**src/hw/rtl/swti_ram.sv**
```systemverilog
// ----------------------------------------------------------------------------
// swti_ram
// simple dual port ram, one write and one registered read port
// ----------------------------------------------------------------------------
module swti_ram #(
    parameter int WIDTH = 8,
    parameter int DEPTH = 16,
    localparam int AW = $clog2(DEPTH)
) (
    input  logic             i_clk,
    input  logic             i_we,
    input  logic [AW-1:0]    i_waddr,
    input  logic [WIDTH-1:0] i_wdata,
    input  logic             i_re,
    input  logic [AW-1:0]    i_raddr,
    output logic [WIDTH-1:0] o_rdata
);

    logic [WIDTH-1:0] r_mem [DEPTH];
    logic [WIDTH-1:0] r_rdata;

    always_ff @(posedge i_clk) begin
        if (i_we) begin
            r_mem[i_waddr] <= i_wdata;
        end
        if (i_re) begin
            r_rdata <= r_mem[i_raddr];
        end
    end

    assign o_rdata = r_rdata;

endmodule

```
**config.mk**
```make
export PLATFORM = sky130hd
export DESIGN_NAME = swti_ram
export DESIGN_NICKNAME = d
export VERILOG_FILES = /design/src/hw/rtl/swti_ram.sv
export SDC_FILE = /design/constraint.sdc
export NUM_CORES = 1
export LEC_CHECK = 0
export ABC_AREA = 1
export ABC_CLOCK_PERIOD_IN_PS = 1300
export BUFFER_PORTS_ARGS = -buffer_cell sky130_fd_sc_hd__buf_2
export CORE_ASPECT_RATIO = 1.4
export CORE_UTILIZATION = 35
export CTS_CLUSTER_SIZE = 8
export DETAILED_ROUTE_END_ITERATION = 7
export GPL_TIMING_DRIVEN = 0
export PLACE_DENSITY_LB_ADDON = 0.15
export REMOVE_ABC_BUFFERS = 1
export SYNTH_ARGS = -nofsm -noshare
export SYNTH_HDL_FRONTEND = slang
export SYNTH_SLANG_ARGS = --single-unit
```
**constraint.sdc**
```tcl
create_clock -name i_clk -period 1.3 [get_ports i_clk]
set_input_delay 0.13 -clock i_clk [delete_from_list [all_inputs] [get_ports i_clk]]
set_output_delay 0.13 -clock i_clk [all_outputs]
set_load 0.005 [all_outputs]
```
* Word level (Yosys, flattened, before mapping) *
Memory sizes are Yosys's and may differ from the RTL's. A register that Yosys moved wholly into a read port is not among the register bits.
Cells that the tools add are included.

cells by class
  muxes and demuxes = 2

operators with widths
  operator          number
  1-bit 2-to-1 mux  2

word-level totals
  register bits after elaboration = 0
  RAM bits = 128
  memories kept = 1

memories
  name   words  width  rd ports  clocked after memory_dff  wr ports  line  text
  r_mem  16     8      1         1                         1         19    logic [WIDTH-1:0] r_mem [DEPTH];

* Logic depth before layout (Yosys ltp) *
  depth in word-level cells = 2
  mapped depth = 8
  depth with buffers taken out = 7

* Worst setup path after synthesis *
OpenSTA, ideal clock, no wires.

  kind = input -> register
  start = input port i_waddr[2]
  end = memory r_mem[10][0], enable pin
  arrival time = 0.711 ns
  required time = 0.930 ns
  setup slack = 0.219 ns
  cell stages on the path = 2
  path buffers = 0
  cells stage by stage = nand3b_1 > nor2_1

RTL lines
  element      line  text
  from (decl)  12    input logic [AW-1:0] i_waddr,
  to (decl)    19

Straight into the memory's write port.

==> results.md <==
- Status: finished, violations left
- Violated checks: DRC
- Critical register-to-register path startpoint: r_mem[4][7]
- Switching part of the total power: 21.2%
- Deepest clock path buffer count: 2
- Share of flip-flops with an asynchronous set or reset after synthesis: 0%
- Average footprint of a synthesized cell: 10.6 um2
- Complex-gate fraction of the synthesized area: 0%
- Depth of the CTS H-tree: 4
- Effective utilization at floorplan: 36.0%
- Worst flop-to-flop path endpoint: o_rdata[7]
- RSZ-0062 raised after global routing: no
- Setup ws final: 81.4 ps
- Final setup violation count: 0
- Number of remaining DRC errors: 4
- Vias in the first global route: 3462
- Max-capacitance violation count: 0
- Cells after synthesis: 551
- GRT met2 Usage: 27.0%
- Mux share of post-synthesis cell area: 0%
- Count leader, synth: sky130_fd_sc_hd__nand2_1
- Cell at the root of the clock tree: sky130_fd_sc_hd__clkbuf_16
- Achievable frequency: 821 MHz
- Detail Route Antenna Nets: 0
- Required arrival time at the worst endpoint: 1460 ps
- Remaining Overflow, GRT: 0
- Critical path arrival: 1380 ps
- M3 GR Usage: 3.08%
- Synth top area cells: sky130_fd_sc_hd__edfxtp_1 70%, sky130_fd_sc_hd__nand2_1 11%, sky130_fd_sc_hd__nand3_1 8.3%, sky130_fd_sc_hd__inv_1 6.4%, sky130_fd_sc_hd__buf_6 1.2%
- Share of Yosys cell area claimed by the top area cell type: 69.8%
- Number of enable flip-flop cells after synthesis: 136
- Horizontal die dimension: 111 um
- Final period utilization: 93.7%
- Type of the tightest min-delay check: in -> reg
- Share of power burned in the clock network: 47.2%
- GRT Util Overall: 15.8%
- Actual transition at the worst max-transition pin: 909 ps
- Standby leakage power: 2.83 nW
- Final Hold Vio Count: 0
- Power Dens Cells: 1570 nW/um2
- Largest family of logic cells by synthesized area: simple AND/OR/NAND/NOR gates
- Clock Latency Late Sink: 410 ps
- Cell variety after synth: 11
- TritonCTS clock tree: built
- Boundary Pins: 27
- Cell area after synthesis: 5850 um2
- VDD IR-drop max: 0.880 mV
- Portion of total power attributed to combinational logic: 5.5%
- Logic depth of the worst register-to-register path: 6
- Placeable core region: 16200 um2
- Area share of fa/ha/maj cells after synthesis: 0%
- Register bit count reported by yosys: 136
- Crit path kind: in -> reg
- Wirelength per Cell: 16.9 um
- Std-Cell Rows: 55
- CTS clock-pin slew for the worst setup and hold paths: 60 ps
- Post-layout nets: 591
- Slack of the worst reg-to-reg path: 90 ps
- Final critical-path required period: 1220 ps
- Grt peak-use layer: met2
- Main synth FF type: sky130_fd_sc_hd__edfxtp_1
- Post-Synth XOR/XNOR Area: 0%
- Max Clock Skew: 7.29 ps
- Number of CTS-inserted buffers: 17
- Number of slew-limit violations in the final report: 0
- Setup WS pre-CTS: -1750 ps
- Crit path launch type: input pin
- Count of buffers added by post-CTS timing repair for setup: 0
- Number of warning messages in the yosys log: 0
- Vias after detailed routing: 3672
- Total negative setup slack: 0 ps
- Share of post-route cells with drive strength above 1: 9.78%
- Leading post-synthesis cells by instance count: 173 x sky130_fd_sc_hd__nand2_1, 136 x sky130_fd_sc_hd__edfxtp_1, 100 x sky130_fd_sc_hd__inv_1, 97 x sky130_fd_sc_hd__nand3_1, 17 x sky130_fd_sc_hd__nor2_1
- Min Hold Slack: 60.1 ps
- Leading area contributor after synthesis: sky130_fd_sc_hd__edfxtp_1
- Initial antenna violation count: 0
- Part of the total power dissipated in sequential elements: 47.3%
- TritonCTS Sinks: 136
- Global-route wire length before repair: 19600 um
- Share of the yosys chip area belonging to registers: 69.8%
- Net switching power figure: 2.22 mW
- GP Congestion: 0.743
- # port buffers: 26
- Dpl hpwl: 7780 um
- Cell count of the worst hold path: 1
- Synth Area in Simple Gates: 20.8%
- Max-slew headroom at the worst pin: 39.2%
- Ant. Diodes: 0
- Relative area change from synthesis to final layout: 14.5%
- Iteration-0 DRC Markers: 210
- Pin count of the biggest net entering global routing: 66
- Maximum net fanout on the critical path: 17
- Routing usage on met1: 19.4%
- Overall routed net length: 13200 um
- Die footprint: 17200 um2
- Via density per instance: 4.70
- Worst setup EP type: flip-flop
- End point of the worst hold path: o_rdata[5]
- Detailed Routing Iterations Pass 1: 7
- Startpoint of the tightest hold check path: i_re
- Die height: 155 um
- Int Pwr: 8.27 mW
==> cells in the final DEF (no fill, tap or decap) <==
cell type,instances
sky130_fd_sc_hd__clkinv_2,3
sky130_fd_sc_hd__bufinv_16,4
sky130_fd_sc_hd__inv_1,100
sky130_fd_sc_hd__nor2_1,17
sky130_fd_sc_hd__inv_4,1
sky130_fd_sc_hd__inv_8,1
sky130_fd_sc_hd__clkinv_4,2
sky130_fd_sc_hd__clkbuf_16,17
sky130_fd_sc_hd__clkinv_1,1
sky130_fd_sc_hd__nand3_1,97
sky130_fd_sc_hd__nand2_1,173
sky130_fd_sc_hd__clkinvlp_4,2
sky130_fd_sc_hd__nand3b_1,2
sky130_fd_sc_hd__edfxtp_1,136
sky130_fd_sc_hd__buf_2,24
sky130_fd_sc_hd__inv_6,1
sky130_fd_sc_hd__buf_4,1
sky130_fd_sc_hd__buf_12,1
==> cell type report <==
| class | instances | area (um2) |
|---|---|---|
| sequential | 136 | 4080 |
| clock inverter | 13 | 180 |
| tap | 199 | 249 |
| timing repair buffer | 26 | 148 |
| multi-input combinational | 289 | 1210 |
| inverter | 102 | 393 |
| clock buffer | 17 | 425 |
| fill | 1542 | 9550 |
==> logic make-up (layout without fill, tap and decap cells) <==
family / Yosys count / in the layout
buffers and inverters: 126 / 158
flip-flops: 136 / 136
AND/OR/NAND/NOR: 289 / 289
==> worst max-delay path, cell delays in order <==
cell	delay [ps]
sky130_fd_sc_hd__buf_2	230
sky130_fd_sc_hd__inv_1	510
sky130_fd_sc_hd__nand3_1	230
sky130_fd_sc_hd__nand3_1	190
sky130_fd_sc_hd__nand2_1	80
==> through the flow <==
stage / power (mW) / cell area (um2) / util (%) / std cells
after floorplan: 5.32 / 5680 / - / 527
after global placement: 5.62 / 6060 / 37.3 / 752
after detailed placement: 5.63 / 6060 / 37.3 / 752
after CTS: 10.6 / 6690 / 41.2 / 782
after global routing: 10.8 / 6690 / 41.2 / 782
final: 10.5 / 6690 / 41.2 / 782
==> per-layer routing <==
layer | vias to the layer above | routed length [um] | share of wire [%]
li1 | 1820 | - | -
met1 | 1749 | 5560 | 42
met2 | 88 | 6810 | 52
met3 | 15 | 471 | 3.6
met4 | 0 | 341 | 2.6
met5 | - | 0 | 0
==> flip-flops by register name, summed over array words and instances (netlist names) <==
name / flops
r_mem: 128
o_rdata: 8
==> power groups by stage <==
| stage | Clock [mW] | Sequential [mW] | Combinational [mW] |
|---|---|---|---|
| floorplan | 0 | 5.06 | 0.265 |
| global placement | 0 | 5.05 | 0.566 |
| detailed placement | 0 | 5.05 | 0.580 |
| CTS | 5.01 | 4.96 | 0.584 |
| global route | 5.20 | 4.97 | 0.643 |
| finish | 4.95 | 4.96 | 0.579 |
==> repair_timing <==
item                                    4_1_cts  5_1_grt
resized for setup                             7        2
endpoints found under the setup margin        8        8
hold buffers                                  0        0
==> worst max path at each step <==
| stage | startpoint | endpoint | slack, ps | cells past startpoint |
|---|---|---|---|---|
| 5_1_grt | r_mem[6][3] | o_rdata[3] | 10 | 6 |
| 3_5_place_dp | i_raddr[0] | o_rdata[7] | -1750 | 8 |
| 6_report | i_raddr[2] | o_rdata[2] | 80 | 5 |
| 2_1_floorplan | i_raddr[0] | o_rdata[2] | 50 | 6 |
| 3_3_place_gp | i_raddr[0] | o_rdata[7] | -1710 | 8 |
| 4_1_cts | i_raddr[0] | o_rdata[2] | 3 | 7 |
No activity file was read; power rests on OpenSTA's default activity.
