--- config.mk ---
export PLATFORM = sky130hd
export DESIGN_NAME = swti_queue
export DESIGN_NICKNAME = d
export VERILOG_FILES = /design/src/hw/rtl/swti_pkg.sv /design/src/hw/rtl/swti_queue.sv
export SDC_FILE = /design/constraint.sdc
export NUM_CORES = 1
export LEC_CHECK = 0
export BUFFER_PORTS_ARGS = -buffer_cell sky130_fd_sc_hd__buf_4
export CAP_MARGIN = 15
export CORE_MARGIN = 2
export CORE_UTILIZATION = 30
export CTS_BUF_LIST = sky130_fd_sc_hd__clkbuf_16
export DETAILED_ROUTE_END_ITERATION = 8
export HOLD_SLACK_MARGIN = 0.12
export MAX_ROUTING_LAYER = met4
export PLACE_DENSITY = 0.58
export SLEW_MARGIN = 0
export SYNTH_ARGS = -nofsm -noshare
export SYNTH_HDL_FRONTEND = slang
export SYNTH_SLANG_ARGS = --single-unit
export TNS_END_PERCENT = 50
--- constraint.sdc ---
create_clock -name i_clk -period 2.4 [get_ports i_clk]
set_input_delay 0.24 -clock i_clk [delete_from_list [all_inputs] [get_ports i_clk]]
set_output_delay 0.24 -clock i_clk [all_outputs]
set_load 0.02 [all_outputs]
--- src/hw/rtl/swti_pkg.sv ---
// ----------------------------------------------------------------------------
// swti_pkg
// types, codes and character helpers shared by the sorted word table blocks
// ----------------------------------------------------------------------------
package swti_pkg;

    localparam int LEN_W = 6;

    localparam logic [7:0] CH_LOW_A = 8'h61;
    localparam logic [7:0] CH_LOW_Z = 8'h7a;
    localparam logic [7:0] CH_UP_A  = 8'h41;
    localparam logic [7:0] CH_UP_Z  = 8'h5a;

    localparam logic [1:0] ST_OK     = 2'd0;
    localparam logic [1:0] ST_FULL   = 2'd1;
    localparam logic [1:0] ST_EMPTY  = 2'd2;
    localparam logic [1:0] ST_BADIDX = 2'd3;

    typedef enum logic [2:0] {
        K_INS    = 3'd0,
        K_READ   = 3'd1,
        K_EMPTY  = 3'd2,
        K_FULL   = 3'd3,
        K_BADIDX = 3'd4
    } t_kind;

    typedef struct packed {
        logic       mode;
        logic [7:0] char_code;
        logic       word_end;
        logic [7:0] read_index;
    } t_in;

    typedef struct packed {
        logic [7:0] letter_out;
        logic       last_of_run;
        logic [7:0] insert_position;
        logic [1:0] status;
    } t_out;

    typedef struct packed {
        t_kind            kind;
        logic [LEN_W-1:0] key_len;
        logic [7:0]       read_index;
    } t_cmd;

    function automatic logic f_is_lower(input logic [7:0] c);
        return (c >= CH_LOW_A) && (c <= CH_LOW_Z);
    endfunction

    function automatic logic f_is_letter(input logic [7:0] c);
        return ((c >= CH_LOW_A) && (c <= CH_LOW_Z)) || ((c >= CH_UP_A) && (c <= CH_UP_Z));
    endfunction

endpackage

--- src/hw/rtl/swti_queue.sv ---
// ----------------------------------------------------------------------------
// swti_queue
// two entry command queue between front and back
// ----------------------------------------------------------------------------
module swti_queue
    import swti_pkg::*;
(
    input  logic i_clk,
    input  logic i_rst_n,
    input  logic i_push,
    input  t_cmd i_cmd,
    output logic o_ready,
    output logic o_valid,
    output t_cmd o_cmd,
    input  logic i_pop
);

    t_cmd       r_q [2];
    logic       r_wp, r_rp;
    logic [1:0] r_cnt;
    logic       do_push, do_pop;

    assign o_ready = (r_cnt != 2'd2);
    assign o_valid = (r_cnt != 2'd0);
    assign o_cmd   = r_q[r_rp];
    assign do_push = i_push && o_ready;
    assign do_pop  = i_pop && o_valid;

    always_ff @(posedge i_clk) begin
        if (do_push) begin
            r_q[r_wp] <= i_cmd;
        end
    end

    always_ff @(posedge i_clk) begin
        if (!i_rst_n) begin
            r_wp  <= 1'b0;
            r_rp  <= 1'b0;
            r_cnt <= 2'd0;
        end else begin
            if (do_push) begin
                r_wp <= !r_wp;
            end
            if (do_pop) begin
                r_rp <= !r_rp;
            end
            r_cnt <= r_cnt + 2'(do_push) - 2'(do_pop);
        end
    end

endmodule

# --- Word-level counts from Yosys, hierarchy flattened ---
# Memory sizes are Yosys's and may differ from the RTL's. A register that Yosys moved wholly into a read port is not among the register bits.
# Cells that the tools add are included.
word_totals:
  regBits: 4
  ram_bits: 34
  input_bits: 21
  out_inout_bits: 19
  elab_cells: 16
  memories: 1
mem_list:
  columns: ["name", "depth", "word_bits", "rd", "rd_ports_with_merged_regs", "write_ports", "line_no", "source"]
  rows:
  - ["r_q", 2, 17, 1, 1, 1, "swti_queue.sv:18", "t_cmd r_q [2];"]
op_classes:
  n_addsub: 2
  eq_ne: 1
  n_mux: 4
  n_reduce_logical: 5
op_table:
  columns: ["operator", "count"]
  rows:
  - ["$mux W1", 4]
  - ["$add A2 B1 Y2", 1]
  - ["$logic_and A1 B1 Y1", 2]
  - ["$logic_not A1 Y1", 2]
  - ["$ne A2 B2 Y1 const B", 1]
  - ["$reduce_bool A2 Y1", 1]
  - ["$sub A2 B1 Y2", 1]

# --- Longest topological paths before layout ---
logic_depth:
  word_depth: 4
  ltp_mapped: 6
  mapped_depth_nobuf: 6

# --- Worst setup path before layout ---
# Ideal clock, no wire load.
synth_path:
  path_type: "register to register"
  from: "reg r_cnt[0]"
  to: "mem r_q[1][0] in the netlist's numbering, enable pin"
  arrival_ps: 1223
  setup_slack_ps: 803
  stages_incl_launch_ff: 3
  n_path_buf: 0
  period_less_slack_ps: 1597
  path_cell_list: "dfxtp_1 -> nand2b_1 -> and3_1"
synth_between:
  elab_chain_len: 4
synth_rtl:
  columns: ["item", "line_no", "source"]
  rows:
  - ["start, declared", "swti_queue.sv:20", "logic [1:0] r_cnt;"]
  - ["start signal, assigned", "swti_queue.sv:47", "r_cnt <= r_cnt + 2'(do_push) - 2'(do_pop);"]
  - ["$ne A2 B2 Y1", "swti_queue.sv:23", "assign o_ready = (r_cnt != 2'd2);"]
  - ["via o_ready", "swti_queue.sv:12", "output logic o_ready,"]
  - ["$logic_and A1 B1 Y1", "swti_queue.sv:26", "assign do_push = i_push && o_ready;"]
  - ["$mux W1", "swti_queue.sv:30", "if (do_push) begin"]
  - ["$mux W1 (implied by the code)", "swti_queue.sv:31", "r_q[r_wp] <= i_cmd;"]
  - ["end, declared", "swti_queue.sv:18", null]
# The timed path passes the listed nets, and every way through them passes these cells.

==> flow_metrics.tcl <==
set metrics [dict create \
    stdcell_area_um2 2020 \
    vias 847 \
    critPathSlowestCell "dfxtp_1" \
    synth_commonest_cells "34 x edfxtp_1, 17 x mux2_1, 5 x dfxtp_1" \
    r2r-end "r_q[1][2]" \
    rrSetupSlack_ps 690 \
    crit_buf_inv 2 \
    drt_iter0_drc 61 \
    cts.sinks 39 \
    crit_path_cell_trace "buf_4, mux2_1, buf_4" \
    synth.most_common_cell "edfxtp_1" \
    worstReg2RegStart "r_cnt[0]" \
    wire_per_inst_um 13.6 \
    synthCells 83 \
    max-cap-violations 0 \
    synth-edff-count 34 \
    async_flop_share_pct 0 \
    syn_nets 105 \
    clkLatencyLatePin_ps 280 \
    p_leak_nw 0.780 \
    nets 150 \
    antenna_left 0 \
    synth_area_um2 1490 \
    hold_ws_ps 150 \
    grt_pass1_wl_mm 4.08 \
    hold_viol 0 \
    vias_per_cell 4.32 \
    period_needed_ps 1830 \
    hold_path.class "in2reg" \
    cp-end-kind "output port" \
    min_from "i_cmd[13]" \
    ys_types 25 \
    syn_avg_cell_area_um2 17.9 \
    grt_max_degree 18 \
    fp.dieH_um 74.5 \
    seq_area_frac_synth_pct 75.3 \
    reg2reg_depth 2 \
    post-route-period-util_pct 76.1 \
    ys.flop_type "edfxtp_1" \
    max_freq_mhz 548 \
    final.setup.tns_ps 0 \
    area_growth_pct 36.0 \
    yosys_warnings 0 \
    wl_mm 2.67 \
    max_stage_delay_ps 520 \
    min_to "r_q[0][13]" \
    firstDrtPassIters 4 \
    rsz0062_at_grt "false" \
    cts_hold_buf 0 \
    die_w_um 74.5 \
    cp_top_family "flip-flops" \
    cts_tree "yes" \
    ys_ff_latch 39 \
    root_buffer "clkbuf_16" \
    yosysTopAreaCell "edfxtp_1" \
    status "finished clean" \
    cts_buffers 5 \
    whs_path_depth 1 \
    worst_slew_pin_slew_ps 809 \
    setup_viol 0 \
    die_area_um2 5540 \
    cts_buffer_depth 2 \
    slew_headroom_pct 46.1 \
    io_buffers 39 \
    drive_above_1_share_pct 37.2 \
    place.gp.congestion 0.669 \
    startpoint_type "register" \
    power_density_nw_per_um2 1020 \
    skew_ps 2.30 \
    grt_overflow 0 \
    remaining_drc_errors 0 \
    antenna_found_initial 0 \
    crit_path_frequent_cell "buf_4" \
    cp_max_fo 10 \
    core_area_um2 4750 \
    n_antenna_cell 0 \
    grt_use_total_pct 10.5 \
    critical_path_class "reg2out" \
    htreeDepth 2 \
    post_cts_buffers 0 \
    io_pins 40 \
    post_cts_resized 0 \
    cp.arrival_ps 1590 \
    slew_viol_final 0 \
    synth_top_area_share_pct 68.6 \
    crit_required_ps 2160 \
    dpl_cell_area_um2 1860 \
    ys_top_cells_by_area "edfxtp_1 69%, mux2_1 13%, dfxtp_1 6.7%" \
    irDropWorstVdd_uv 398 \
    initial_utilization_pct 31.3 \
    grt_pass1_vias 896 \
    clk_pin_slew_ps 50 \
    rows 25 \
]
cell usage in the layout (no fill, tap or decap):
master     instances
edfxtp_1          34
o31a_1             1
dfxtp_1            5
nor3_2             1
buf_4             40
o21ai_0            1
and3_1             2
and2_1             1
a21bo_1            1
o21ai_1            1
nor4bb_1           1
clkinv_2           1
bufinv_16          1
ha_1               1
nor4_1             1
nand3_1            1
or2_1              1
clkbuf_16          5
clkinv_1           1
mux2_1            17
xor2_1             1
nand2b_1           1
inv_1              2
nand3b_1           1
nor2_1             4
a21oi_1            1
o21ba_1            1
nor2b_1            1
logic make-up (layout without fill, tap and decap cells):
kind of cell	count (synthesis)	count (layout)	share of synthesized area [%]
buffers and inverters	4	50	1.34
AO/OA/AOI/OAI	6	6	2.94
adder cells (fa/ha/maj)	1	1	0.840
multiplexers	17	17	12.9
AND/OR/NAND/NOR	15	15	6.14
XOR/XNOR	1	1	0.588
flip-flops	39	39	75.3
sequential cells by signal, summed over array words and instances (netlist names), named ones only:
signal	cells
r_cnt	2
r_q	34
r_rp	1
r_wp	1
report_power, final:
part / internal, W / switching, W / total (W)
combinational: 0.000219 / 0.000250 / 0.000469
clock: 0.000484 / 0.000239 / 0.000722
sequential: 0.000828 / 0.0000430 / 0.000871
per-stage QoR:
step | worst slack, ps | total power (W) | utilization (%) | std cells
detailed placement | 658 | 0.00136 | 39.1 | 188
global placement | 763 | 0.00135 | 39.1 | 188
floorplan | 803 | 0.00116 | - | 83
CTS | 522 | 0.00209 | 42.6 | 196
finish | 574 | 0.00206 | 42.6 | 196
global route | 488 | 0.00215 | 42.6 | 196
per-layer routing:
metal,track usage [%],wire [um],vias to the layer above,share of wire [%]
li1,-,-,407,-
met1,11.6,1130,402,42
met2,17.0,1300,34,49
met3,4.47,208,4,7.8
met4,3.57,26,0,0.98
met5,-,0,-,0
cell type report:
cell class / count / area (um2)
clock inverter: 3 / 38.8
clock buffer: 5 / 125
inverter: 2 / 7.51
multi-input combinational: 40 / 348
tap: 67 / 83.8
fill: 448 / 2730
sequential: 39 / 1120
timing repair buffer: 40 / 300
worst max-delay path by stage:
stage	start	endpoint	slack, ps	cells after the start
CTS	register	o_cmd[6]	520	3
global route	register	o_cmd[6]	490	3
detailed placement	r_cnt[0]	r_q[1][7]	660	2
global placement	r_cnt[0]	r_q[1][13]	760	2
floorplan	r_cnt[0]	r_q[1][0]	800	2
finish	register	o_cmd[6]	570	3
worst reg2reg max path: stages (launching register included):
cell      delay (ps)
dfxtp_1          430
nand2b_1         200
and3_1           710
Note: power is estimated with default switching activity, not from simulation.
