File: config.mk
export PLATFORM = sky130hd
export DESIGN_NAME = swti_front
export DESIGN_NICKNAME = d
export VERILOG_FILES = /design/src/hw/rtl/swti_pkg.sv /design/src/hw/rtl/swti_front.sv
export SDC_FILE = /design/constraint.sdc
export NUM_CORES = 1
export LEC_CHECK = 0
export CAP_MARGIN = 20
export CORE_ASPECT_RATIO = 1.25
export CORE_MARGIN = 1.5
export CORE_UTILIZATION = 61
export CTS_BUF_LIST = sky130_fd_sc_hd__clkbuf_2 sky130_fd_sc_hd__clkbuf_4 sky130_fd_sc_hd__clkbuf_8
export DETAILED_ROUTE_END_ITERATION = 12
export DONT_BUFFER_PORTS = 1
export PLACE_DENSITY_LB_ADDON = 0.12
export RECOVER_POWER = 50
export SYNTH_ARGS = -nofsm -noshare
export SYNTH_HDL_FRONTEND = slang
export SYNTH_SLANG_ARGS = --single-unit
File: constraint.sdc
create_clock -name i_clk -period 7.32 [get_ports i_clk]
set_input_delay 1.464 -clock i_clk [delete_from_list [all_inputs] [get_ports i_clk]]
set_output_delay 1.464 -clock i_clk [all_outputs]
set_load 0.02 [all_outputs]
File: src/hw/rtl/swti_pkg.sv
// ----------------------------------------------------------------------------
// swti_pkg
// types, codes and character helpers shared by the sorted word table blocks
// ----------------------------------------------------------------------------
package swti_pkg;

    localparam int LEN_W = 6;

    localparam logic [7:0] CH_LOW_A = 8'h61;
    localparam logic [7:0] CH_LOW_Z = 8'h7a;
    localparam logic [7:0] CH_UP_A  = 8'h41;
    localparam logic [7:0] CH_UP_Z  = 8'h5a;

    localparam logic [1:0] ST_OK     = 2'd0;
    localparam logic [1:0] ST_FULL   = 2'd1;
    localparam logic [1:0] ST_EMPTY  = 2'd2;
    localparam logic [1:0] ST_BADIDX = 2'd3;

    typedef enum logic [2:0] {
        K_INS    = 3'd0,
        K_READ   = 3'd1,
        K_EMPTY  = 3'd2,
        K_FULL   = 3'd3,
        K_BADIDX = 3'd4
    } t_kind;

    typedef struct packed {
        logic       mode;
        logic [7:0] char_code;
        logic       word_end;
        logic [7:0] read_index;
    } t_in;

    typedef struct packed {
        logic [7:0] letter_out;
        logic       last_of_run;
        logic [7:0] insert_position;
        logic [1:0] status;
    } t_out;

    typedef struct packed {
        t_kind            kind;
        logic [LEN_W-1:0] key_len;
        logic [7:0]       read_index;
    } t_cmd;

    function automatic logic f_is_lower(input logic [7:0] c);
        return (c >= CH_LOW_A) && (c <= CH_LOW_Z);
    endfunction

    function automatic logic f_is_letter(input logic [7:0] c);
        return ((c >= CH_LOW_A) && (c <= CH_LOW_Z)) || ((c >= CH_UP_A) && (c <= CH_UP_Z));
    endfunction

endpackage

File: src/hw/rtl/swti_front.sv
// ----------------------------------------------------------------------------
// swti_front
// takes input transfers, stores word characters, issues commands to the back
// ----------------------------------------------------------------------------
module swti_front
    import swti_pkg::*;
#(
    parameter int TABLE_DEPTH = 256,
    parameter int MAX_CHARS   = 48,
    localparam int OAW = $clog2(TABLE_DEPTH),
    localparam int CW  = $clog2(TABLE_DEPTH + 1),
    localparam int CAW = $clog2(TABLE_DEPTH * MAX_CHARS)
) (
    input  logic                 i_clk,
    input  logic                 i_rst_n,
    input  logic                 i_in_valid,
    output logic                 o_in_ready,
    input  t_in                  i_in_data,
    input  logic                 i_q_ready,
    output logic                 o_cmd_valid,
    output t_cmd                 o_cmd,
    output logic                 o_char_we,
    output logic [CAW-1:0]       o_char_waddr,
    output logic [7:0]           o_char_wdata,
    output logic                 o_len_we,
    output logic [OAW-1:0]       o_len_waddr,
    output logic [2*LEN_W-1:0]   o_len_wdata
);

    localparam int XW = (CW > 8) ? CW : 8;

    logic [CW-1:0]    r_count, n_count;
    logic [CAW-1:0]   r_base, n_base;
    logic [LEN_W-1:0] r_plen, n_plen;
    logic [LEN_W-1:0] r_klen, n_klen;
    logic             r_live, n_live;

    logic             acc;
    logic             store;
    logic             full;
    logic [LEN_W-1:0] plen_w;
    logic [LEN_W-1:0] klen_w;
    logic             live_w;

    assign o_in_ready = i_q_ready;
    assign acc        = i_in_valid && i_q_ready;
    assign full       = (r_count == CW'(TABLE_DEPTH));
    assign store      = (i_in_data.char_code != 8'd0) && (r_plen < LEN_W'(MAX_CHARS));

    always_comb begin
        plen_w = r_plen;
        klen_w = r_klen;
        live_w = r_live;
        if (store) begin
            plen_w = r_plen + LEN_W'(1);
            if (r_live && f_is_lower(i_in_data.char_code)) begin
                klen_w = r_klen + LEN_W'(1);
            end else begin
                live_w = 1'b0;
            end
        end
    end

    always_comb begin
        n_count      = r_count;
        n_base       = r_base;
        n_plen       = r_plen;
        n_klen       = r_klen;
        n_live       = r_live;
        o_cmd_valid  = 1'b0;
        o_cmd.kind   = K_EMPTY;
        o_cmd.key_len    = klen_w;
        o_cmd.read_index = i_in_data.read_index;
        o_char_we    = 1'b0;
        o_char_waddr = r_base + CAW'(r_plen);
        o_char_wdata = i_in_data.char_code;
        o_len_we     = 1'b0;
        o_len_waddr  = OAW'(r_count);
        o_len_wdata  = {klen_w, plen_w};
        if (acc) begin
            if (i_in_data.mode) begin
                o_cmd_valid = 1'b1;
                if (XW'(i_in_data.read_index) >= XW'(r_count)) begin
                    o_cmd.kind = K_BADIDX;
                end else begin
                    o_cmd.kind = K_READ;
                end
            end else begin
                o_char_we = store && !full;
                n_plen    = plen_w;
                n_klen    = klen_w;
                n_live    = live_w;
                if (i_in_data.word_end) begin
                    o_cmd_valid = 1'b1;
                    n_plen = '0;
                    n_klen = '0;
                    n_live = 1'b1;
                    if (plen_w == '0) begin
                        o_cmd.kind = K_EMPTY;
                    end else if (full) begin
                        o_cmd.kind = K_FULL;
                    end else begin
                        o_cmd.kind = K_INS;
                        o_len_we   = 1'b1;
                        n_count    = r_count + CW'(1);
                        n_base     = r_base + CAW'(MAX_CHARS);
                    end
                end
            end
        end
    end

    always_ff @(posedge i_clk) begin
        if (!i_rst_n) begin
            r_count <= '0;
            r_base  <= '0;
            r_plen  <= '0;
            r_klen  <= '0;
            r_live  <= 1'b1;
        end else begin
            r_count <= n_count;
            r_base  <= n_base;
            r_plen  <= n_plen;
            r_klen  <= n_klen;
            r_live  <= n_live;
        end
    end

endmodule

* Yosys cells after proc, flatten, opt, wreduce, memory -nomap -nowiden
Cells that the tools add are included.
Operators by class: $add $sub $neg 5, $mul 0, divide/modulo/power cells 0, $lt $le $gt $ge 4, equality and inequality tests 2, shift operators 0, muxes and demuxes 24, bitwise logic cells 3, reductions and logical operators 12
Operators by type and width (count):
- 2-to-1 mux 6 bit | 5
- adder 14 x 6 -> 14 bit | 1
- adder 14 x 6 -> 14 bit, second input constant | 1
- 2-to-1 mux 1 bit | 13
- adder 6 x 1 -> 6 bit, second input constant | 2
- adder 9 x 1 -> 9 bit, second input constant | 1
- == test 9 bit, second input constant | 1
- greater-or-equal comparator 8 x 9 -> 1 bit | 1
- 2-to-1 mux 3 bit | 3
- greater-or-equal comparator 8 x 7 -> 1 bit, second input constant | 1
- <= comparator 8 x 7 -> 1 bit, second input constant | 1
- nonzero test 8 bit | 1
- logical NOT 6 bit | 1
- less-than comparator 6 bit, second input constant | 1
- 2-to-1 mux 2 bit | 3
- logical AND 1 bit | 5
- AND reduction 5 bit | 1
- AND reduction 4 bit | 1
- inverter 1 bit | 3
- inequality test 2 bit, second input constant | 1
- AND reduction 2 bit | 1
- nonzero test 2 bit | 1
- logical NOT 1 bit | 1
Word-level totals: register bits after elaboration 36, bits in latches 0, bits in writable memories 0, bits in read-only memories 0, logic and storage cells 55, memories 0

* Longest topological paths before layout
Gate-level depths: netlist of the first run.
depth after elaboration 8, mapped depth 9

* Least setup slack after synthesis of the first run
OpenSTA, ideal clock, no wires.
kind input -> output, start input i_in_data[16] (netlist bit), end output o_len_wdata[11], data arrival time 3.462 ns, required time 5.856 ns, slack 2.394 ns, cell stages on the path 6, cell sequence nand4b_1 > nor4b_1 > and4_1 > nand3_1 > xnor2_1 > buf_4
RTL lines:
- from (decl) | RTL line swti_front.sv:18 | input t_in i_in_data,
- to (decl) | RTL line swti_front.sv:27 | output logic [2*LEN_W-1:0] o_len_wdata

==> results.toml, run 1 <==
[sta]
worst_pin_slew_ns = 1.050
hold_violations = 0
rsz0062_at_grt = "false"
tns_ns = 0
slew_headroom_pct = 30.02
max_freq_ghz = 0.1829
setup_slack_ns = 1.852
period_share_pct = 74.69
slew_viol_final = 0
clock_skew_ns = 0.006161
period_needed_ns = 5.468
finalSetupViolCount = 0

[route]
vias = 1969
drc = 0
drt_first_pass_iters = 4
drt_wl_total_um = 4863
drt-initial-drc-count = 91
viasPerCell = 5.931
drt-wirelength-per-cell_um = 14.65
antenna_left = 0

[worst_setup_path]
end_kind = "output port"
reg2reg_depth = 8
startpoint_type = "input pin"
crit_path_max_fanout = 7
crit_type = "in -> out"
crit_arrival_ns = 4.00
required_ns = 5.86

[worst_hold_path]
hold_depth = 2
hp-class = "reg -> reg"

[clock_tree]
cts_resized = 0
cts-buffers-inserted = 5
clock_latency_ns = 0.29
cts_tree = "done"
post_cts_buffers = 0
cts_hold_buffers = 0
root_buffer = "clkbuf_8"
clkSlewWorstSetupHoldPaths_ns = 0.07
clock_sinks = 32
cts.path.max_buffers = 2
htree_levels = 2

[floorplan]
chipHeight_um = 75.29
row_count = 26
die_area_um2 = 4580
core-area_um2 = 4034
io_pins = 85
chipWidth_um = 60.83
floorplan.initialDensity_pct = 63.21

[power_and_ir_drop]
leakagePower_nw = 0.9225
power_mw = 0.3547
ir_drop_mv = 0.1206
power.density_nw_per_um2 = 149.8

[global_route]
grt_max_degree = 26
grt-ovfl-total = 0
grt_antenna_before_repair = 0
grt_pass1_wl_um = 7728
grt_use_total_pct = 22.18
grt_pass1_vias = 1764

[outcome]
outcome = "completed"

[layout]
final_nets = 313
mostFrequentLayoutCells = "nor2_1 (34), dfxtp_1 (32), inv_1 (22)"
n_antenna_cell = 0
layout_commonest_cell = "nor2_1"
final_core_util_pct = 58.68
layout-drive-gt1-share_pct = 6.522
synthToLayoutAreaGrowth_pct = -7.164

[synth]
yosysSeqAreaShare_pct = 25.12
synth.net_count = 350
synth_cells = 312
synth-seq-cells = 32
yosysWarnings = 0
synthesis.area_um2 = 2550
ys_types = 56
synth_edf_count = 0
yosys_most_used_dff = "dfxtp_1"
postSynthAreaPerCell_um2 = 8.173
async_reset_ff_share_pct = 0

[placed_design]
portBuffers = 0
pre_cts_ws_ns = 2.060
routabilityCongestion = 0.8021
post-dp-hpwl_um = 3666

[flow_run]
cap_violations = 0
==> registers in the layout, indices dropped and copies added, names as in the netlist <==
| register | cells |
|---|---|
| r_base | 10 |
| r_count | 9 |
| r_klen | 6 |
| r_live | 1 |
| r_plen | 6 |
==> cells in the mapped netlist, types with 3 or more instances <==
| cell | n | area, um^2 |
|---|---|---|
| buf_4 | 35 | 262.8 |
| nor2_1 | 34 | 127.6 |
| dfxtp_1 | 32 | 640.6 |
| inv_1 | 22 | 82.58 |
| nand2_1 | 21 | 78.83 |
| a21oi_1 | 16 | 80.08 |
| ha_1 | 15 | 187.7 |
| o21ai_0 | 10 | 50.05 |
| xnor2_1 | 10 | 87.58 |
| nand3_1 | 8 | 40.04 |
| nor3_1 | 8 | 40.04 |
| or3_1 | 8 | 50.05 |
| xor2_1 | 8 | 70.07 |
| clkbuf_1 | 7 | 26.28 |
| a22oi_1 | 6 | 45.04 |
| mux2i_1 | 5 | 50.05 |
| mux2_2 | 4 | 45.04 |
| o21a_1 | 4 | 30.03 |
| and3_1 | 3 | 18.77 |
| and4_1 | 3 | 26.28 |
| nand4_1 | 3 | 18.77 |
| or4_1 | 3 | 22.52 |
==> final timing paths <==
check / start / endpoint / slack [ns]
setup / recovery: i_in_data[12] / o_cmd[15] / 1.85
hold / removal: r_count[8]$_SDFFE_PN0P_ / r_count[8]$_SDFFE_PN0P_ / 0.49
setup reg to reg: r_plen[0]$_SDFFE_PN0P_ / r_base[5]$_SDFFE_PN0P_ / 4.57
hold reg to reg: r_count[8]$_SDFFE_PN0P_ / r_count[8]$_SDFFE_PN0P_ / 0.49
==> report_power, final <==
group / switching [mW] / internal (mW) / total [mW]
Combinational: 0.0178 / 0.00969 / 0.0275
Sequential: 0.00213 / 0.175 / 0.177
Clock: 0.0657 / 0.0841 / 0.150
==> worst max-delay path, stage by stage <==
cell	delay, ns
or4_1	0.54
o21ai_0	0.68
mux2_1	0.26
nand4_1	0.28
o21ai_0	0.32
nor2_1	0.06
o21bai_1	0.40
==> cell families (layout without fill, tap and decap cells) <==
kind of cell / Yosys count / count (layout) / share of synthesized area [%]
xor+xnor: 18 / 18 / 6.182
simple gates: 110 / 110 / 23.01
flops: 32 / 32 / 25.12
compound gates: 59 / 59 / 17.42
mux: 11 / 11 / 4.907
buf+inv: 66 / 30 / 15.21
fa+ha+maj: 16 / 16 / 8.145
==> final cells by class <==
cell class / instances / area [um^2]
inverters: 22 / 82.58
flip-flops and latches: 32 / 640.6
fillers: 398 / 1667
clock buffers: 8 / 97.59
multi-input cells: 214 / 1476
well taps: 56 / 70.07
==> metrics by stage <==
stage | cells | area (um^2) | hold slack, ns
5_1_grt | 332 | 2367 | 0.5114
4_1_cts | 332 | 2412 | 0.4956
3_3_place_gp | 324 | 2315 | 0.4801
6_report | 332 | 2367 | 0.4948
3_5_place_dp | 324 | 2315 | 0.4907
2_1_floorplan | 312 | 2550 | 0.4512
==> metal layers <==
layer  wire, um  global-route usage [%]
met5          0                       0
met4        101                   9.179
met3        229                   5.842
met2       2499                   39.43
met1       2032                   24.61
No activity file was read; power rests on OpenSTA's default activity.
==> inputs of run 2 (changes only) <==
clock period = 5.7 ns   (was 7.32 ns; I/O delays follow)
==> run 2 against run 1 <==
Effect of this change:
- wire length is 0.95% higher
- critical path type unchanged
- worst setup slack worse by 0.85 ns
- via count is 1.6% higher
- largest power group unchanged
- die area stayed put
- core utilization is 0.53 points higher
- hold slack worse by 0.0038 ns
- cell count is 0.30% higher
- combinational power is 32% higher
- global-route usage is 0.077 points lower
- sequential power is 29% higher
==> results.toml, run 2 (synthesized netlist as in run 1, its figures left out) <==
[outcome]
outcome = "completed"

[clock_tree]
clkSlewWorstSetupHoldPaths_ns = 0.06
clock_sinks = 32
clock_latency_ns = 0.29
cts.path.max_buffers = 2
cts_hold_buffers = 0
cts_resized = 0
cts_tree = "done"
post_cts_buffers = 0
root_buffer = "clkbuf_8"
htree_levels = 2
cts-buffers-inserted = 5

[route]
drt-wirelength-per-cell_um = 14.74
drt_wl_total_um = 4909
vias = 2000
drt_first_pass_iters = 5
viasPerCell = 6.006
drc = 0
antenna_left = 0
drt-initial-drc-count = 106

[power_and_ir_drop]
power.density_nw_per_um2 = 181.4
power_mw = 0.4332
ir_drop_mv = 0.1296
leakagePower_nw = 0.9217

[global_route]
grt.met3_usage_pct = 7.045
grt-busiest-layer = "met2"
use_met2_pct = 38.47
grt_pass1_wl_um = 7555
grt_pass1_vias = 1745
grt_antenna_before_repair = 0
grt_use_total_pct = 22.10
grtUsageMet1_pct = 24.37
grt_max_degree = 26
grt-ovfl-total = 0

[floorplan]
chipWidth_um = 60.83
io_pins = 85
chipHeight_um = 75.29
floorplan.initialDensity_pct = 63.21
core-area_um2 = 4034
die_area_um2 = 4580
row_count = 26

[placed_design]
post-dp-hpwl_um = 3702
dp.cells = 326
placed_cell_area_um2 = 2330
routabilityCongestion = 0.7727
portBuffers = 0
pre_cts_ws_ns = 1.344

[sta]
setup_slack_ns = 0.9979
slew_viol_final = 0
max_freq_ghz = 0.2127
tns_ns = 0
hold_ws_ns = 0.4910
clock_skew_ns = 0.008667
period_needed_ns = 4.702
slew_headroom_pct = 24.88
rsz0062_at_grt = "false"
worst_pin_slew_ns = 1.127
hold_violations = 0
period_share_pct = 82.49
finalSetupViolCount = 0

[layout]
top_register = "r_base"
layout-drive-gt1-share_pct = 7.942
layout_commonest_cell = "nor2_1"
final_cell_area_um2 = 2389
n_antenna_cell = 0
final_cells = 333
reg_top3 = "r_base (10), r_count (9)"
mostFrequentLayoutCells = "nor2_1 (34), dfxtp_1 (32), inv_1 (22)"
final_nets = 315
synthToLayoutAreaGrowth_pct = -6.330
final_core_util_pct = 59.21
largest_register_ffs = 10

[worst_setup_path]
crit_arrival_ns = 3.56
startpoint_type = "input pin"
path_common_cell = "o21ai_0"
end_kind = "output port"
crit_path_top_delay_cell = "o21ai_0"
cpPeakStageDelay_ns = 0.67
crit_type = "in -> out"
crit_path_max_fanout = 7
path_cells = "or4_1 -> o21ai_0 -> mux2_1 -> nand4_4 -> o21ai_0 -> nor2_1 -> o21bai_1"
required_ns = 4.56

[worst_hold_path]
hp-class = "reg -> reg"

[flow_run]
cap_violations = 0
-- run 2: worst paths after layout --
path,from,to,slack [ns],cells after the start
setup / recovery,i_in_data[12],o_cmd[15],1.0,7
setup reg to reg,r_count[0]$_SDFFE_PN0P_,r_count[7]$_SDFFE_PN0P_,3.09,8
hold reg to reg,r_count[8]$_SDFFE_PN0P_,r_count[8]$_SDFFE_PN0P_,0.49,2
hold / removal,r_count[8]$_SDFFE_PN0P_,r_count[8]$_SDFFE_PN0P_,0.49,2
-- run 2: layout make-up --
cell class / count / area [um^2]
fill: 387 / 1645
multi-input combinational: 214 / 1503
sequential: 32 / 640.6
inverter: 22 / 82.58
clock buffer: 6 / 76.32
tap: 56 / 70.07
timing repair buffer: 2 / 11.26
clock inverter: 1 / 5.005
-- run 2: power by group --
part           internal [mW]  total (mW)  switching [mW]
sequential             0.225       0.228         0.00278
combinational         0.0128      0.0362          0.0233
clock                 0.0876       0.169          0.0814
total                  0.326       0.433           0.108
-- run 2: worst max-delay path, delay by kind of cell --
family             cells  cell delay, ns
and+or+nand+nor        3            0.77
AOI/OAI and AO/OA      3            1.35
muxes                  1            0.30
-- run 2: routing by layer --
metal  vias to the layer above  wire length [um]
li1                        997                 -
met5                         -                 0
met4                         0                76
met2                        62              2555
met3                         8               286
met1                       933              1990
==> inputs of run 3 (changes only) <==
clock period = 4.5 ns   (was 5.7 ns; I/O delays follow)
==> run 3 against run 2 <==
Effect of this change:
- hold slack improved by 0.012 ns
- combinational power up 27%
- clock power is 36% higher
- sequential power rose by 27%
- final area is 1.6% higher
- via count up 0.55%
- wire length decreased by 1.3%
- global-route usage grew 0.44 points
- largest power group unchanged
==> results.toml, run 3 (synthesized netlist as in run 1, its figures left out) <==
[outcome]
outcome = "completed"

[floorplan]
chipWidth_um = 60.83
row_count = 26
core-area_um2 = 4034
floorplan.initialDensity_pct = 63.21
io_pins = 85
chipHeight_um = 75.29
die_area_um2 = 4580

[route]
viasPerCell = 5.950
drt-wirelength-per-cell_um = 14.33
drc = 0
drt_wl_total_um = 4843
vias = 2011
antenna_left = 0
drt_first_pass_iters = 4
drt-initial-drc-count = 113

[global_route]
grt_max_degree = 26
grt_pass1_wl_um = 7928
grt_antenna_before_repair = 0
grt_use_total_pct = 22.54
grt-ovfl-total = 0
grt_pass1_vias = 1845

[layout]
n_antenna_cell = 0
fill_cells = 411
final_cell_area_um2 = 2426
final_cells = 338
layout_commonest_cell = "nor2_1"
final_core_util_pct = 60.14
largest_register_ffs = 10
top_register = "r_base"
layout-drive-gt1-share_pct = 9.929
synthToLayoutAreaGrowth_pct = -4.858
final_nets = 319
reg_top3 = "r_base (10), r_count (9)"
mostFrequentLayoutCells = "nor2_1 (34), dfxtp_1 (32), inv_1 (22)"

[clock_tree]
clock_sinks = 32
post_cts_buffers = 0
clock_latency_ns = 0.28
root_buffer = "clkbuf_8"
htree_levels = 2
cts_resized = 0
clkSlewWorstSetupHoldPaths_ns = 0.07
cts_hold_buffers = 0
cts-buffers-inserted = 5
cts_tree = "done"
cts.path.max_buffers = 2

[sta]
finalSetupViolCount = 0
period_needed_ns = 3.871
tns_ns = 0
slew_headroom_pct = 28.55
period_share_pct = 86.02
worst_pin_slew_ns = 1.072
hold_violations = 0
clock_skew_ns = 0.005462
rsz0062_at_grt = "false"
setup_slack_ns = 0.6290
slew_viol_final = 0
max_freq_ghz = 0.2583
hold_ws_ns = 0.5033

[power_and_ir_drop]
power_mw = 0.5644
power.density_nw_per_um2 = 232.6
leakagePower_nw = 0.9542
ir_drop_mv = 0.1426

[worst_setup_path]
end_kind = "output port"
reg2reg_from = "r_count[0]$_SDFFE_PN0P_"
startpoint_type = "input pin"
crit_type = "in -> out"
required_ns = 3.60
crit_arrival_ns = 2.97
critPathLaunch = "i_in_data[12]"
crit_path_max_fanout = 5

[placed_design]
portBuffers = 0
dp.cells = 330
post-dp-hpwl_um = 3642
pre_cts_ws_ns = 0.6432
routabilityCongestion = 0.8303
placed_cell_area_um2 = 2360

[worst_hold_path]
hp-start = "r_count[8]$_SDFFE_PN0P_"
hp-class = "reg -> reg"

[flow_run]
cap_violations = 0
-- run 3: cell count changes in the layout (fill, tap and decap cells not counted), sizes merged --
cell and change:
buf +5, clkinv +1, clkbuf -1
-- run 3: final cells by class --
| type | count | area (um^2) | area share [%] |
|---|---|---|---|
| clock inverter | 2 | 10.01 | 0.4126 |
| multi-input combinational | 214 | 1495 | 61.63 |
| clock buffer | 6 | 82.58 | 3.404 |
| sequential | 32 | 640.6 | 26.41 |
| timing repair buffer | 6 | 45.04 | 1.857 |
| tap | 56 | 70.07 | 2.888 |
| inverter | 22 | 82.58 | 3.404 |
-- run 3: per-layer routing --
layer	up-vias	global-route usage, %	routed length [um]
met2	52	40.74	2529
met3	8	7.045	274
met1	956	24.97	1976
li1	995	-	-
met4	0	6.522	63
met5	-	0	0
-- run 3: worst paths after layout --
check / cells after the start / slack [ns] / to
max: 7 / 0.63 / o_cmd[15]
min reg2reg: 2 / 0.50 / r_count[8]$_SDFFE_PN0P_
min: 2 / 0.50 / r_count[8]$_SDFFE_PN0P_
max reg2reg: 8 / 1.92 / r_base[10]$_SDFFE_PN0P_
-- run 3: where the power goes --
group / total [mW] / internal (mW) / switching [mW]
logic: 0.0459 / 0.0170 / 0.0289
clock network: 0.230 / 0.122 / 0.108
registers: 0.289 / 0.285 / 0.00350
-- run 3: worst max-delay path: stages --
cell and delay, ns:
or4_4 0.54, or2_4 0.30, a31oi_4 0.18, nand4_1 0.28, o21ai_0 0.30, nor2_1 0.07
o21bai_1 0.39
